==> src/design/scd_pkg.sv <==
// ---------------------------------------------------------------------------
// scd_pkg
// shared types, codes and sizes of the scale command decoder queue
// ---------------------------------------------------------------------------
package scd_pkg;

   // command ring and front-to-back queue sizes
   localparam int RING_DEPTH = 8;
   localparam int RING_IDX_W = $clog2(RING_DEPTH);
   localparam int RING_CNT_W = $clog2(RING_DEPTH + 1);
   localparam int OPQ_DEPTH  = 2;
   localparam int OPQ_IDX_W  = $clog2(OPQ_DEPTH);
   localparam int OPQ_CNT_W  = $clog2(OPQ_DEPTH + 1);

   // configuration port
   localparam int CSR_ADDR_W = 3;
   localparam int CSR_DATA_W = 32;
   localparam logic [0:0] CSR_IDX_TIMEOUT = 1'b0;
   localparam logic [15:0] TIMEOUT_RESET = 16'd5000;

   // action codes
   localparam logic [2:0] ACT_FRAME      = 3'd0;
   localparam logic [2:0] ACT_POP        = 3'd1;
   localparam logic [2:0] ACT_TICK       = 3'd2;
   localparam logic [2:0] ACT_CONNECT    = 3'd3;
   localparam logic [2:0] ACT_DISCONNECT = 3'd4;

   // frame bytes
   localparam logic [7:0] MIN_FRAME_LEN  = 8'd7;
   localparam logic [7:0] LEAD_CODE      = 8'h03;
   localparam logic [7:0] TYPE_TARE      = 8'h0F;
   localparam logic [7:0] TYPE_LED       = 8'h0A;
   localparam logic [7:0] TYPE_TIMER     = 8'h0B;
   localparam logic [7:0] TYPE_PRESSURE  = 8'hF0;
   localparam logic [7:0] TYPE_BREWSTART = 8'hF1;
   localparam logic [7:0] TYPE_BREWEND   = 8'hF2;
   localparam logic [7:0] TYPE_DISPCFG   = 8'hF3;
   localparam logic [7:0] TYPE_EXPORT    = 8'hF4;
   localparam logic [7:0] HB_ARG0        = 8'h03;
   localparam logic [7:0] HB_FILL        = 8'hFF;
   localparam logic [7:0] LED_POWEROFF   = 8'h02;
   localparam logic [7:0] LED_OFF        = 8'h00;
   localparam logic [7:0] LED_ON         = 8'h01;
   localparam logic [7:0] TIMER_START    = 8'h03;
   localparam logic [7:0] TIMER_STOP     = 8'h00;
   localparam logic [7:0] TIMER_RESET    = 8'h02;
   localparam logic [7:0] HB_AWARE_CODE  = 8'h01;

   // command kinds
   localparam logic [3:0] KIND_TARE      = 4'd0;
   localparam logic [3:0] KIND_POWEROFF  = 4'd1;
   localparam logic [3:0] KIND_LEDOFF    = 4'd2;
   localparam logic [3:0] KIND_LEDON     = 4'd3;
   localparam logic [3:0] KIND_TSTART    = 4'd4;
   localparam logic [3:0] KIND_TSTOP     = 4'd5;
   localparam logic [3:0] KIND_TRESET    = 4'd6;
   localparam logic [3:0] KIND_PRESSURE  = 4'd7;
   localparam logic [3:0] KIND_BREWSTART = 4'd8;
   localparam logic [3:0] KIND_BREWEND   = 4'd9;
   localparam logic [3:0] KIND_DISPCFG   = 4'd10;
   localparam logic [3:0] KIND_EXPORT    = 4'd11;

   typedef enum logic [2:0] {
      OP_NOP,
      OP_HEARTBEAT,
      OP_COMMAND,
      OP_POP,
      OP_TICK,
      OP_CONNECT,
      OP_DISCONNECT
   } op_code_type;

   typedef struct packed {
      logic [7:0] arg3;
      logic [7:0] arg2;
      logic [7:0] arg1;
      logic [7:0] arg0;
      logic       hb_aware;
      logic [3:0] kind;
   } scd_entry_type;

   typedef struct packed {
      op_code_type   code;
      scd_entry_type entry;
   } scd_op_type;

   typedef struct packed {
      logic       cmd_valid;
      logic [3:0] cmd_kind;
      logic       cmd_hb_aware;
      logic [7:0] cmd_arg0;
      logic [7:0] cmd_arg1;
      logic [7:0] cmd_arg2;
      logic [7:0] cmd_arg3;
      logic       disconnect_request;
      logic       display_on;
      logic       host_mode_on;
      logic [3:0] queue_count;
      logic       link_connected;
   } scd_result_type;

   function automatic logic [RING_IDX_W-1:0] ring_next(input logic [RING_IDX_W-1:0] idx);
      logic [RING_IDX_W-1:0] nxt;
      if (idx == RING_IDX_W'(RING_DEPTH - 1)) begin
         nxt = '0;
      end else begin
         nxt = idx + 1'b1;
      end
      return nxt;
   endfunction

endpackage

==> src/design/scd_ram.sv <==
// ---------------------------------------------------------------------------
// scd_ram
// generic single write port ram with registered read
// ---------------------------------------------------------------------------
module scd_ram #(
   parameter int WIDTH = 8,
   parameter int DEPTH = 8
) (
   input  logic                     clock,
   input  logic                     wr_en,
   input  logic [$clog2(DEPTH)-1:0] wr_addr,
   input  logic [WIDTH-1:0]         wr_data,
   input  logic [$clog2(DEPTH)-1:0] rd_addr,
   output logic [WIDTH-1:0]         rd_data
);

   logic [WIDTH-1:0] mem_ff [DEPTH];
   logic [WIDTH-1:0] rd_data_ff;

   always_ff @(posedge clock) begin
      if (wr_en) begin
         mem_ff[wr_addr] <= wr_data;
      end
      rd_data_ff <= mem_ff[rd_addr];
   end

   assign rd_data = rd_data_ff;

endmodule

==> src/design/scd_front.sv <==
// ---------------------------------------------------------------------------
// scd_front
// accepts input items, classifies frames and holds them in a short op queue
// ---------------------------------------------------------------------------
module scd_front
   import scd_pkg::*;
(
   input  logic       clock,
   input  logic       reset,
   input  logic       push,
   output logic       full,
   input  logic [2:0] req_action,
   input  logic [7:0] req_frame_length,
   input  logic [7:0] req_lead_byte,
   input  logic [7:0] req_type_byte,
   input  logic [7:0] req_arg_byte0,
   input  logic [7:0] req_arg_byte1,
   input  logic [7:0] req_arg_byte2,
   input  logic [7:0] req_arg_byte3,
   output logic       op_valid,
   output scd_op_type op_head,
   input  logic       op_take
);

   scd_op_type             dec_op;
   scd_op_type             opq_ff [OPQ_DEPTH];
   logic [OPQ_IDX_W-1:0]   wr_ptr_ff, wr_ptr_in;
   logic [OPQ_IDX_W-1:0]   rd_ptr_ff, rd_ptr_in;
   logic [OPQ_CNT_W-1:0]   cnt_ff, cnt_in;
   logic                   wr_en;

   // frame classification
   always_comb begin
      dec_op.code           = OP_NOP;
      dec_op.entry.kind     = KIND_TARE;
      dec_op.entry.hb_aware = (req_arg_byte3 == HB_AWARE_CODE);
      dec_op.entry.arg0     = req_arg_byte0;
      dec_op.entry.arg1     = req_arg_byte1;
      dec_op.entry.arg2     = req_arg_byte2;
      dec_op.entry.arg3     = req_arg_byte3;
      unique case (req_action)
         ACT_FRAME: begin
            if (req_frame_length >= MIN_FRAME_LEN && req_lead_byte == LEAD_CODE) begin
               dec_op.code = OP_COMMAND;
               unique case (req_type_byte)
                  TYPE_TARE: begin
                     dec_op.entry.kind = KIND_TARE;
                  end
                  TYPE_LED: begin
                     if (req_arg_byte0 == HB_ARG0 && req_arg_byte1 == HB_FILL &&
                         req_arg_byte2 == HB_FILL) begin
                        dec_op.code = OP_HEARTBEAT;
                     end else if (req_arg_byte0 == LED_POWEROFF) begin
                        dec_op.entry.kind = KIND_POWEROFF;
                     end else if (req_arg_byte0 == LED_OFF) begin
                        dec_op.entry.kind = KIND_LEDOFF;
                     end else if (req_arg_byte0 == LED_ON) begin
                        dec_op.entry.kind = KIND_LEDON;
                     end else begin
                        dec_op.code = OP_NOP;
                     end
                  end
                  TYPE_TIMER: begin
                     if (req_arg_byte0 == TIMER_START) begin
                        dec_op.entry.kind = KIND_TSTART;
                     end else if (req_arg_byte0 == TIMER_STOP) begin
                        dec_op.entry.kind = KIND_TSTOP;
                     end else if (req_arg_byte0 == TIMER_RESET) begin
                        dec_op.entry.kind = KIND_TRESET;
                     end else begin
                        dec_op.code = OP_NOP;
                     end
                  end
                  TYPE_PRESSURE:  dec_op.entry.kind = KIND_PRESSURE;
                  TYPE_BREWSTART: dec_op.entry.kind = KIND_BREWSTART;
                  TYPE_BREWEND:   dec_op.entry.kind = KIND_BREWEND;
                  TYPE_DISPCFG:   dec_op.entry.kind = KIND_DISPCFG;
                  TYPE_EXPORT:    dec_op.entry.kind = KIND_EXPORT;
                  default:        dec_op.code = OP_NOP;
               endcase
            end
         end
         ACT_POP:        dec_op.code = OP_POP;
         ACT_TICK:       dec_op.code = OP_TICK;
         ACT_CONNECT:    dec_op.code = OP_CONNECT;
         ACT_DISCONNECT: dec_op.code = OP_DISCONNECT;
         default:        dec_op.code = OP_NOP;
      endcase
   end

   // op queue towards the back end
   assign full     = (cnt_ff == OPQ_CNT_W'(OPQ_DEPTH));
   assign op_valid = (cnt_ff != '0);
   assign op_head  = opq_ff[rd_ptr_ff];
   assign wr_en    = push && !full;

   always_comb begin
      wr_ptr_in = wr_ptr_ff;
      rd_ptr_in = rd_ptr_ff;
      cnt_in    = cnt_ff;
      if (wr_en) begin
         wr_ptr_in = (wr_ptr_ff == OPQ_IDX_W'(OPQ_DEPTH - 1)) ? '0 : wr_ptr_ff + 1'b1;
      end
      if (op_take) begin
         rd_ptr_in = (rd_ptr_ff == OPQ_IDX_W'(OPQ_DEPTH - 1)) ? '0 : rd_ptr_ff + 1'b1;
      end
      if (wr_en && !op_take) begin
         cnt_in = cnt_ff + 1'b1;
      end else if (!wr_en && op_take) begin
         cnt_in = cnt_ff - 1'b1;
      end
   end

   always_ff @(posedge clock) begin
      if (reset) begin
         wr_ptr_ff <= '0;
         rd_ptr_ff <= '0;
         cnt_ff    <= '0;
      end else begin
         wr_ptr_ff <= wr_ptr_in;
         rd_ptr_ff <= rd_ptr_in;
         cnt_ff    <= cnt_in;
      end
   end

   always_ff @(posedge clock) begin
      if (wr_en) begin
         opq_ff[wr_ptr_ff] <= dec_op;
      end
   end

endmodule

==> src/design/scd_back.sv <==
// ---------------------------------------------------------------------------
// scd_back
// carries out ops: command ring, watchdog, flags and the result register
// ---------------------------------------------------------------------------
module scd_back
   import scd_pkg::*;
(
   input  logic           clock,
   input  logic           reset,
   input  logic           op_valid,
   input  scd_op_type     op_head,
   output logic           op_take,
   input  logic [15:0]    timeout,
   input  logic           pop,
   output logic           empty,
   output scd_result_type rsp
);

   typedef enum logic [1:0] {
      ST_IDLE,
      ST_POP,
      ST_SCAN,
      ST_RESP
   } state_type;

   state_type             state_ff, state_in;
   logic [RING_IDX_W-1:0] head_ff, head_in;
   logic [RING_IDX_W-1:0] tail_ff, tail_in;
   logic [RING_IDX_W-1:0] chk_ff, chk_in;
   logic [RING_CNT_W-1:0] count_ff, count_in;
   logic [RING_CNT_W-1:0] rem_ff, rem_in;
   logic                  connected_ff, connected_in;
   logic                  needed_ff, needed_in;
   logic [31:0]           since_ff, since_in;
   logic                  display_ff, display_in;
   logic                  app_ff, app_in;
   scd_entry_type         entry_ff, entry_in;
   logic                  valid_ff, valid_in;
   logic                  disc_ff, disc_in;
   scd_result_type        rsp_ff, rsp_in;
   logic                  rsp_full_ff, rsp_full_in;

   logic                  ram_we;
   logic [RING_IDX_W-1:0] ram_waddr;
   scd_entry_type         ram_wdata;
   logic [RING_IDX_W-1:0] ram_raddr;
   scd_entry_type         ram_rdata;
   logic [31:0]           since_inc;
   logic                  ring_has_room;
   scd_entry_type         op_entry;

   scd_ram #(
      .WIDTH ($bits(scd_entry_type)),
      .DEPTH (RING_DEPTH)
   ) u_ring (
      .clock   (clock),
      .wr_en   (ram_we),
      .wr_addr (ram_waddr),
      .wr_data (ram_wdata),
      .rd_addr (ram_raddr),
      .rd_data (ram_rdata)
   );

   assign since_inc     = (since_ff == 32'hFFFF_FFFF) ? since_ff : since_ff + 32'd1;
   assign ring_has_room = (count_ff < RING_CNT_W'(RING_DEPTH));
   assign op_entry      = op_head.entry;

   always_comb begin
      state_in     = state_ff;
      head_in      = head_ff;
      tail_in      = tail_ff;
      chk_in       = chk_ff;
      count_in     = count_ff;
      rem_in       = rem_ff;
      connected_in = connected_ff;
      needed_in    = needed_ff;
      since_in     = since_ff;
      display_in   = display_ff;
      app_in       = app_ff;
      entry_in     = entry_ff;
      valid_in     = valid_ff;
      disc_in      = disc_ff;
      rsp_in       = rsp_ff;
      rsp_full_in  = rsp_full_ff;
      op_take      = 1'b0;
      ram_we       = 1'b0;
      ram_waddr    = tail_ff;
      ram_wdata    = entry_ff;
      ram_raddr    = head_ff;

      if (pop && rsp_full_ff) begin
         rsp_full_in = 1'b0;
      end

      unique case (state_ff)
         ST_IDLE: begin
            if (op_valid && !rsp_full_ff) begin
               op_take  = 1'b1;
               entry_in = op_entry;
               valid_in = 1'b0;
               disc_in  = 1'b0;
               state_in = ST_RESP;
               unique case (op_head.code)
                  OP_HEARTBEAT: begin
                     since_in = '0;
                  end
                  OP_COMMAND: begin
                     if (op_entry.kind == KIND_LEDOFF) begin
                        display_in = 1'b0;
                     end
                     if (op_entry.kind == KIND_LEDON) begin
                        display_in = 1'b1;
                        app_in     = 1'b1;
                     end
                     if ((op_entry.kind == KIND_TARE || op_entry.kind == KIND_LEDON) &&
                         op_entry.hb_aware) begin
                        needed_in = 1'b1;
                        since_in  = '0;
                     end
                     if ((op_entry.kind == KIND_PRESSURE || op_entry.kind == KIND_LEDON) &&
                         count_ff != '0) begin
                        // read of the head slot goes out now
                        chk_in   = head_ff;
                        rem_in   = count_ff;
                        state_in = ST_SCAN;
                     end else if (ring_has_room) begin
                        ram_we    = 1'b1;
                        ram_wdata = op_entry;
                        tail_in   = ring_next(tail_ff);
                        count_in  = count_ff + 1'b1;
                     end
                  end
                  OP_POP: begin
                     if (count_ff != '0) begin
                        state_in = ST_POP;
                     end
                  end
                  OP_TICK: begin
                     since_in = since_inc;
                     if (connected_ff && needed_ff && since_inc > 32'(timeout)) begin
                        disc_in   = 1'b1;
                        needed_in = 1'b0;
                     end
                  end
                  OP_CONNECT: begin
                     connected_in = 1'b1;
                     since_in     = '0;
                  end
                  OP_DISCONNECT: begin
                     connected_in = 1'b0;
                     app_in       = 1'b0;
                     needed_in    = 1'b0;
                  end
                  default: begin
                  end
               endcase
            end
         end
         ST_POP: begin
            valid_in = 1'b1;
            entry_in = ram_rdata;
            head_in  = ring_next(head_ff);
            count_in = count_ff - 1'b1;
            state_in = ST_RESP;
         end
         ST_SCAN: begin
            // read data belongs to chk_ff, next slot is fetched meanwhile
            ram_raddr = ring_next(chk_ff);
            if (ram_rdata.kind == entry_ff.kind) begin
               if (entry_ff.kind == KIND_PRESSURE) begin
                  ram_we    = 1'b1;
                  ram_waddr = chk_ff;
               end
               state_in = ST_RESP;
            end else if (rem_ff == RING_CNT_W'(1)) begin
               if (ring_has_room) begin
                  ram_we   = 1'b1;
                  tail_in  = ring_next(tail_ff);
                  count_in = count_ff + 1'b1;
               end
               state_in = ST_RESP;
            end else begin
               chk_in = ring_next(chk_ff);
               rem_in = rem_ff - 1'b1;
            end
         end
         ST_RESP: begin
            rsp_in.cmd_valid          = valid_ff;
            rsp_in.cmd_kind           = valid_ff ? entry_ff.kind : '0;
            rsp_in.cmd_hb_aware       = valid_ff && entry_ff.hb_aware;
            rsp_in.cmd_arg0           = valid_ff ? entry_ff.arg0 : '0;
            rsp_in.cmd_arg1           = valid_ff ? entry_ff.arg1 : '0;
            rsp_in.cmd_arg2           = valid_ff ? entry_ff.arg2 : '0;
            rsp_in.cmd_arg3           = valid_ff ? entry_ff.arg3 : '0;
            rsp_in.disconnect_request = disc_ff;
            rsp_in.display_on         = display_ff;
            rsp_in.host_mode_on       = app_ff;
            rsp_in.queue_count        = 4'(count_ff);
            rsp_in.link_connected     = connected_ff;
            rsp_full_in               = 1'b1;
            state_in                  = ST_IDLE;
         end
         default: begin
            state_in = ST_IDLE;
         end
      endcase
   end

   always_ff @(posedge clock) begin
      if (reset) begin
         state_ff     <= ST_IDLE;
         head_ff      <= '0;
         tail_ff      <= '0;
         count_ff     <= '0;
         connected_ff <= 1'b0;
         needed_ff    <= 1'b0;
         since_ff     <= '0;
         display_ff   <= 1'b0;
         app_ff       <= 1'b0;
         rsp_full_ff  <= 1'b0;
      end else begin
         state_ff     <= state_in;
         head_ff      <= head_in;
         tail_ff      <= tail_in;
         count_ff     <= count_in;
         connected_ff <= connected_in;
         needed_ff    <= needed_in;
         since_ff     <= since_in;
         display_ff   <= display_in;
         app_ff       <= app_in;
         rsp_full_ff  <= rsp_full_in;
      end
      chk_ff   <= chk_in;
      rem_ff   <= rem_in;
      entry_ff <= entry_in;
      valid_ff <= valid_in;
      disc_ff  <= disc_in;
      rsp_ff   <= rsp_in;
   end

   assign empty = !rsp_full_ff;
   assign rsp   = rsp_ff;

endmodule

==> src/design/scale_command_decoder_queue_core.sv <==
// ---------------------------------------------------------------------------
// scale_command_decoder_queue_core
// sequence: a taken item goes to the response state, which registers its
// result; a pop first reads the head entry in the pop state, and a pressure
// or led-on command with entries queued first scans them in the scan state
// flow: the back end takes no new item until the result of the last one is
// registered and popped; the sequencer and the single result register see to it
// reset: synchronous; state, status flags, ring and queue pointers and
// counts clear; ring contents stay and only queued entries are ever read
// ---------------------------------------------------------------------------
module scale_command_decoder_queue_core
   import scd_pkg::*;
(
   input  logic                  clock,
   input  logic                  reset,
   // input channel
   input  logic                  push,
   output logic                  full,
   input  logic [2:0]            req_action,
   input  logic [7:0]            req_frame_length,
   input  logic [7:0]            req_lead_byte,
   input  logic [7:0]            req_type_byte,
   input  logic [7:0]            req_arg_byte0,
   input  logic [7:0]            req_arg_byte1,
   input  logic [7:0]            req_arg_byte2,
   input  logic [7:0]            req_arg_byte3,
   // result channel
   output logic                  empty,
   input  logic                  pop,
   output logic                  rsp_cmd_valid,
   output logic [3:0]            rsp_cmd_kind,
   output logic                  rsp_cmd_hb_aware,
   output logic [7:0]            rsp_cmd_arg0,
   output logic [7:0]            rsp_cmd_arg1,
   output logic [7:0]            rsp_cmd_arg2,
   output logic [7:0]            rsp_cmd_arg3,
   output logic                  rsp_disconnect_request,
   output logic                  rsp_display_on,
   output logic                  rsp_host_mode_on,
   output logic [3:0]            rsp_queue_count,
   output logic                  rsp_link_connected,
   // configuration port
   input  logic                  psel,
   input  logic                  penable,
   input  logic                  pwrite,
   input  logic [CSR_ADDR_W-1:0] paddr,
   input  logic [CSR_DATA_W-1:0] pwdata,
   output logic [CSR_DATA_W-1:0] prdata,
   output logic                  pready
);

   logic [15:0]    timeout_ff, timeout_in;
   logic           csr_sel_timeout;
   logic           op_valid;
   logic           op_take;
   scd_op_type     op_head;
   scd_result_type rsp;

   // configuration register
   assign pready          = 1'b1;
   assign csr_sel_timeout = (paddr[CSR_ADDR_W-1:2] == CSR_IDX_TIMEOUT);
   assign prdata          = csr_sel_timeout ? CSR_DATA_W'(timeout_ff) : '0;

   always_comb begin
      timeout_in = timeout_ff;
      if (psel && penable && pwrite && pready && csr_sel_timeout) begin
         timeout_in = pwdata[15:0];
      end
   end

   always_ff @(posedge clock) begin
      if (reset) begin
         timeout_ff <= TIMEOUT_RESET;
      end else begin
         timeout_ff <= timeout_in;
      end
   end

   scd_front u_front (
      .clock            (clock),
      .reset            (reset),
      .push             (push),
      .full             (full),
      .req_action       (req_action),
      .req_frame_length (req_frame_length),
      .req_lead_byte    (req_lead_byte),
      .req_type_byte    (req_type_byte),
      .req_arg_byte0    (req_arg_byte0),
      .req_arg_byte1    (req_arg_byte1),
      .req_arg_byte2    (req_arg_byte2),
      .req_arg_byte3    (req_arg_byte3),
      .op_valid         (op_valid),
      .op_head          (op_head),
      .op_take          (op_take)
   );

   scd_back u_back (
      .clock    (clock),
      .reset    (reset),
      .op_valid (op_valid),
      .op_head  (op_head),
      .op_take  (op_take),
      .timeout  (timeout_ff),
      .pop      (pop),
      .empty    (empty),
      .rsp      (rsp)
   );

   assign rsp_cmd_valid          = rsp.cmd_valid;
   assign rsp_cmd_kind           = rsp.cmd_kind;
   assign rsp_cmd_hb_aware       = rsp.cmd_hb_aware;
   assign rsp_cmd_arg0           = rsp.cmd_arg0;
   assign rsp_cmd_arg1           = rsp.cmd_arg1;
   assign rsp_cmd_arg2           = rsp.cmd_arg2;
   assign rsp_cmd_arg3           = rsp.cmd_arg3;
   assign rsp_disconnect_request = rsp.disconnect_request;
   assign rsp_display_on         = rsp.display_on;
   assign rsp_host_mode_on       = rsp.host_mode_on;
   assign rsp_queue_count        = rsp.queue_count;
   assign rsp_link_connected     = rsp.link_connected;

endmodule

==> config.mk <==
export PLATFORM = sky130hd
export DESIGN_NAME = scale_command_decoder_queue_core
export DESIGN_NICKNAME = d
export VERILOG_FILES = /design/src/design/scd_pkg.sv /design/src/design/scd_ram.sv /design/src/design/scd_front.sv /design/src/design/scd_back.sv /design/src/design/scale_command_decoder_queue_core.sv
export SDC_FILE = /design/constraint.sdc
export NUM_CORES = 1
export LEC_CHECK = 0
export ABC_CLOCK_PERIOD_IN_PS = 4100
export BUFFER_PORTS_ARGS = -buffer_cell sky130_fd_sc_hd__buf_2
export CORE_MARGIN = 1
export CORE_UTILIZATION = 45
export CTS_CLUSTER_DIAMETER = 40
export DETAILED_ROUTE_END_ITERATION = 8
export SLEW_MARGIN = 10
export SYNTH_ARGS = -nofsm -noshare
export SYNTH_HDL_FRONTEND = slang
export SYNTH_SLANG_ARGS = --single-unit
==> constraint.sdc <==
create_clock -name clock -period 4.1 [get_ports clock]
set_clock_uncertainty 0.05 [all_clocks]
set_input_delay 0 -clock clock [delete_from_list [all_inputs] [get_ports clock]]
set_output_delay 0 -clock clock [all_outputs]
set_load 0.02 [all_outputs]
==> results.txt <==
The post-layout worst setup margin is 0.240 ns. Leaving out fill and tap cells, the most frequent cell in the layout is edfxtp_1. The main flop type after synthesis is edfxtp_1. The register bit count reported by yosys is 575. The number of iterations in the first detailed-routing pass came out at 5. The source of the critical timing path is u_back.since_ff[19]. The final RePlAce weighted congestion came out at roughly 0.85. For the worst setup path, the data required time is 4.51 ns. The share of the clock period used by the worst path is a little over nine tenths. Clock tree synthesis selected as its root buffer the cell clkbuf_16.

The element type at the critical path end is a flop. The first global-routing pass estimated a little over 90000 um of wire. The die covers between 50000 and 60000 um^2. The worst slack after detailed placement came out at roughly 0.12 ns.

The synthesized netlist occupies a cell area of 24400 um^2. In this run, CTS created clock tree buffers numbering 82. After detailed routing, the number of vias per cell comes to between 5 and 6. Compared with the post-synthesis result, the final layout area differs by 21.1%. The highest fanout seen on the critical path came out at 9. The number of enable flip-flop cells after synthesis came out at 468. The worst max-slew margin expressed relative to the limit came out at approximately a third. The largest single stage delay on the critical path is 0.49 ns. The total overflow left after global routing is 0.

The overall routed net length is between 50000 and 60000 um. Sorting the synthesized cells by area gives the leading types as edfxtp_1 58%, dfxtp_1 8.8%, nand2_1 6.2%. In the synthesized netlist the async set-or-reset flop fraction comes to 0%.

STA classifies the critical path startpoint as a flop. The core area is 53700 um^2. From left edge to right edge, the die measures 235 um.

For the pin with the worst max-slew slack, the measured transition is around 1 ns. The row count is 85. The number of global-route vias before repair is 16000. Setup violations remaining at the end of the flow were counted as 0.

After clock tree synthesis, the clock-pin slew on the worst setup and hold paths is roughly 0.060 ns. After detailed routing, the number of remaining DRC violations is 0. The worst hold path belongs to the class in2reg. In the layout the commonest cells are 468 x edfxtp_1, 402 x nand2_1, 209 x nand3_1. The most numerous cell on the critical path is and4_1.

The number of max-cap violations came out at 0. Yosys mapped the design onto between 70 and 80 distinct sky130hd cell types. The Yosys step of the flow raised 0 warnings. The most critical setup path has its endpoint at u_back.needed_ff. During I/O placement, the number of pins put on the boundary was 182. The post-layout instance area is 29600 um^2. The final hold violation count is 0. The net count of the finished layout is 2407. The worst register-to-register path has a depth of 15. Of the post-synthesis cell area, the dominant cell type holds 57.5%. The run finished with clean final reports. Derived from the worst setup path, the maximum achievable clock frequency is 259 MHz.

The critical path contains buffers and inverters numbering 0 combined. For this design the ratio of total power to cell area is 659 nW/um^2. The initial antenna violation count came out at 1. The worst register-to-register path begins at u_back.since_ff[19].

In this run, the number of DRC markers left after iteration 0 of detailed routing was 1349. The worst-case IR drop observed on VDD is 0.404 mV. The clock latency at the later pin of the worst-skew pair came out at 0.62 ns.

TritonCTS built the clock tree. The post-placement cell area is 26100 um^2. The effective utilization at floorplan is 45.5%. STA puts the critical path data arrival time at around 4.3 ns. The post-layout minimum cycle time is 3.86 ns.

Setup repair after global routing left no endpoint under its margin. The total of buffers placed on input and output ports came out at between 100 and 150. The final design utilization came out at between 50% and 60%. The average routed wire per standard cell came out at 19.3 um. The area of the multi-input gates is 7660 um^2. In this run the static leakage power is 11.0 nW. The longest clock path from root to sink contains 3 buffers. Entering global routing, the biggest net connects roughly 150 pins. The top cell type by total area after synthesis is edfxtp_1. The overall track demand over capacity in global routing is 21.1%. The critical path is of the reg2reg type.

The clock net sink count is 575. The endpoint identified for the worst register-to-register timing path is u_back.needed_ff. The filler cell count in the final layout is between 4000 and 5000. Grouping stages by cell kind, the critical path spends the most delay in simple AND/OR/NAND/NOR gates. 0 antenna diodes ended up in the layout. The count of mapped cells out of synthesis is 2033. Walking the worst path, the cells encountered are and4_1, nand2_1, o31a_2, and4_1, nand3_1, xnor2_1, ha_1, nand4_1, or3_4, a211oi_1, nor4_1, o211ai_1, nor4_2, a31oi_1, nor3_1. The number of nets with antenna violations after detailed routing came out at 0.

The routed layout has 16400 vias. The average instance in the mapped netlist occupies 12.0 um^2. The final max-slew violation count came out at 0. The reg2reg setup slack is 0.24 ns.

For this design, the slowest cell found on the critical path is dfxtp_1. CTS built an H-tree with a depth of 3. The layout cell share with drive strength beyond 1 is a little over a fifth. In this run the number of cells on the critical path is 15.

The fraction of the yosys area taken by sequential cells is 66.3%. Summed over all nets, the half-perimeter wirelength after detailed placement is about 34000 um. The die height came out at 235 um.

The area used by sequential logic in the layout came out at 16200 um^2.
[worst min-delay path by stage]
stage	end	slack, ns	startpoint	cells after the start
5_1_grt	u_front.opq_ff[1][0]	0.05	req_type_byte[0]	3
3_3_place_gp	u_front.opq_ff[1][25]	0.15	req_arg_byte2[4]	1
4_1_cts	timeout_ff[1]	0.002	pwrite	4
2_1_floorplan	u_front.opq_ff[0][10]	0.05	req_arg_byte0[5]	0
3_5_place_dp	u_front.opq_ff[0][10]	0.16	req_arg_byte0[5]	1
6_report	timeout_ff[4]	0.04	pwrite	4
[metal layers]
| metal | share of wire [%] | global-route usage (%) |
|---|---|---|
| met5 | 0 | 0 |
| met4 | 2.4 | 7.46 |
| met3 | 5.5 | 3.61 |
| met2 | 47 | 34.1 |
| met1 | 45 | 28.8 |
[power by group]
group          total (mW)  switching [mW]  internal (mW)
Clock                7.02            2.77           4.25
Combinational        4.38            2.87           1.51
Sequential           8.10           0.321           7.78
Total                19.5            5.96           13.5
[state kept, by name (all words and copies together), names as in the netlist, 2 cells and up, named ones only]
name                   cells
u_front.opq_ff            80
u_back.head_ff             3
u_back.chk_ff              3
u_front.cnt_ff             2
u_back.u_ring.mem_ff     296
u_back.rsp                46
u_back.tail_ff             3
u_back.state_ff            2
u_back.entry_ff           37
u_back.count_ff            4
u_back.since_ff           32
timeout_ff                16
u_back.u_ring.rd_data     37
u_back.rem_ff              4
[worst min-delay path: cells and delay by family]
family | cells | cell delay [ns]
AND/OR/NAND/NOR | 2 | 0.43
AO/OA/AOI/OAI | 1 | 0.12
buffers and inverters | 1 | 0.10
[logic make-up after synthesis]
family	share of synthesized area (%)
buffers and inverters	3.10
adder cells (fa/ha/maj)	1.77
XOR/XNOR	1.47
AND/OR/NAND/NOR	16.8
AO/OA/AOI/OAI	5.03
other	0.0308
flip-flops	66.3
multiplexers	5.51
[layout make-up]
cell class	instances	share of cell area, %
tap	696	2.94
clock inverter	59	2.22
inverter	43	0.567
sequential	575	54.8
timing repair buffer	266	6.46
clock buffer	93	7.14
multi-input combinational	1304	25.9
[per-stage QoR]
stage	setup TNS (ns)	hold slack, ns	instances	power [mW]
after floorplan	-37.84	0.0489	2048	11.1
after global placement	0	0.151	2817	12.5
after detailed placement	0	0.158	2817	12.6
after CTS	0	0.00204	3036	19.7
after global routing	0	0.0471	3036	20.5
final	0	0.0375	3036	19.5
[synth_stat cells (all sizes together), types with 8 or more instances]
library cell and n:
edfxtp 468, nand2 403, nand3 209, nor2 118, dfxtp 107, mux2 107
clkbuf 79, a21oi 71, o21ai 62, buf 46, and2 43, inv 41
ha 33, xnor2 26, nor3 24, nor4 16, nand4 15, xor2 15
mux2i 14, a31oi 13, and4 11, a211oi 10, or3 9, and3 8
[repair_timing]
item	CTS	global route
buffers inserted	0	0
endpoints found under the hold margin	139	0
gates resized for setup	0	5
endpoints found under the setup margin	0	2
hold buffers	67	0
Power figures use the tool's default switching activity.
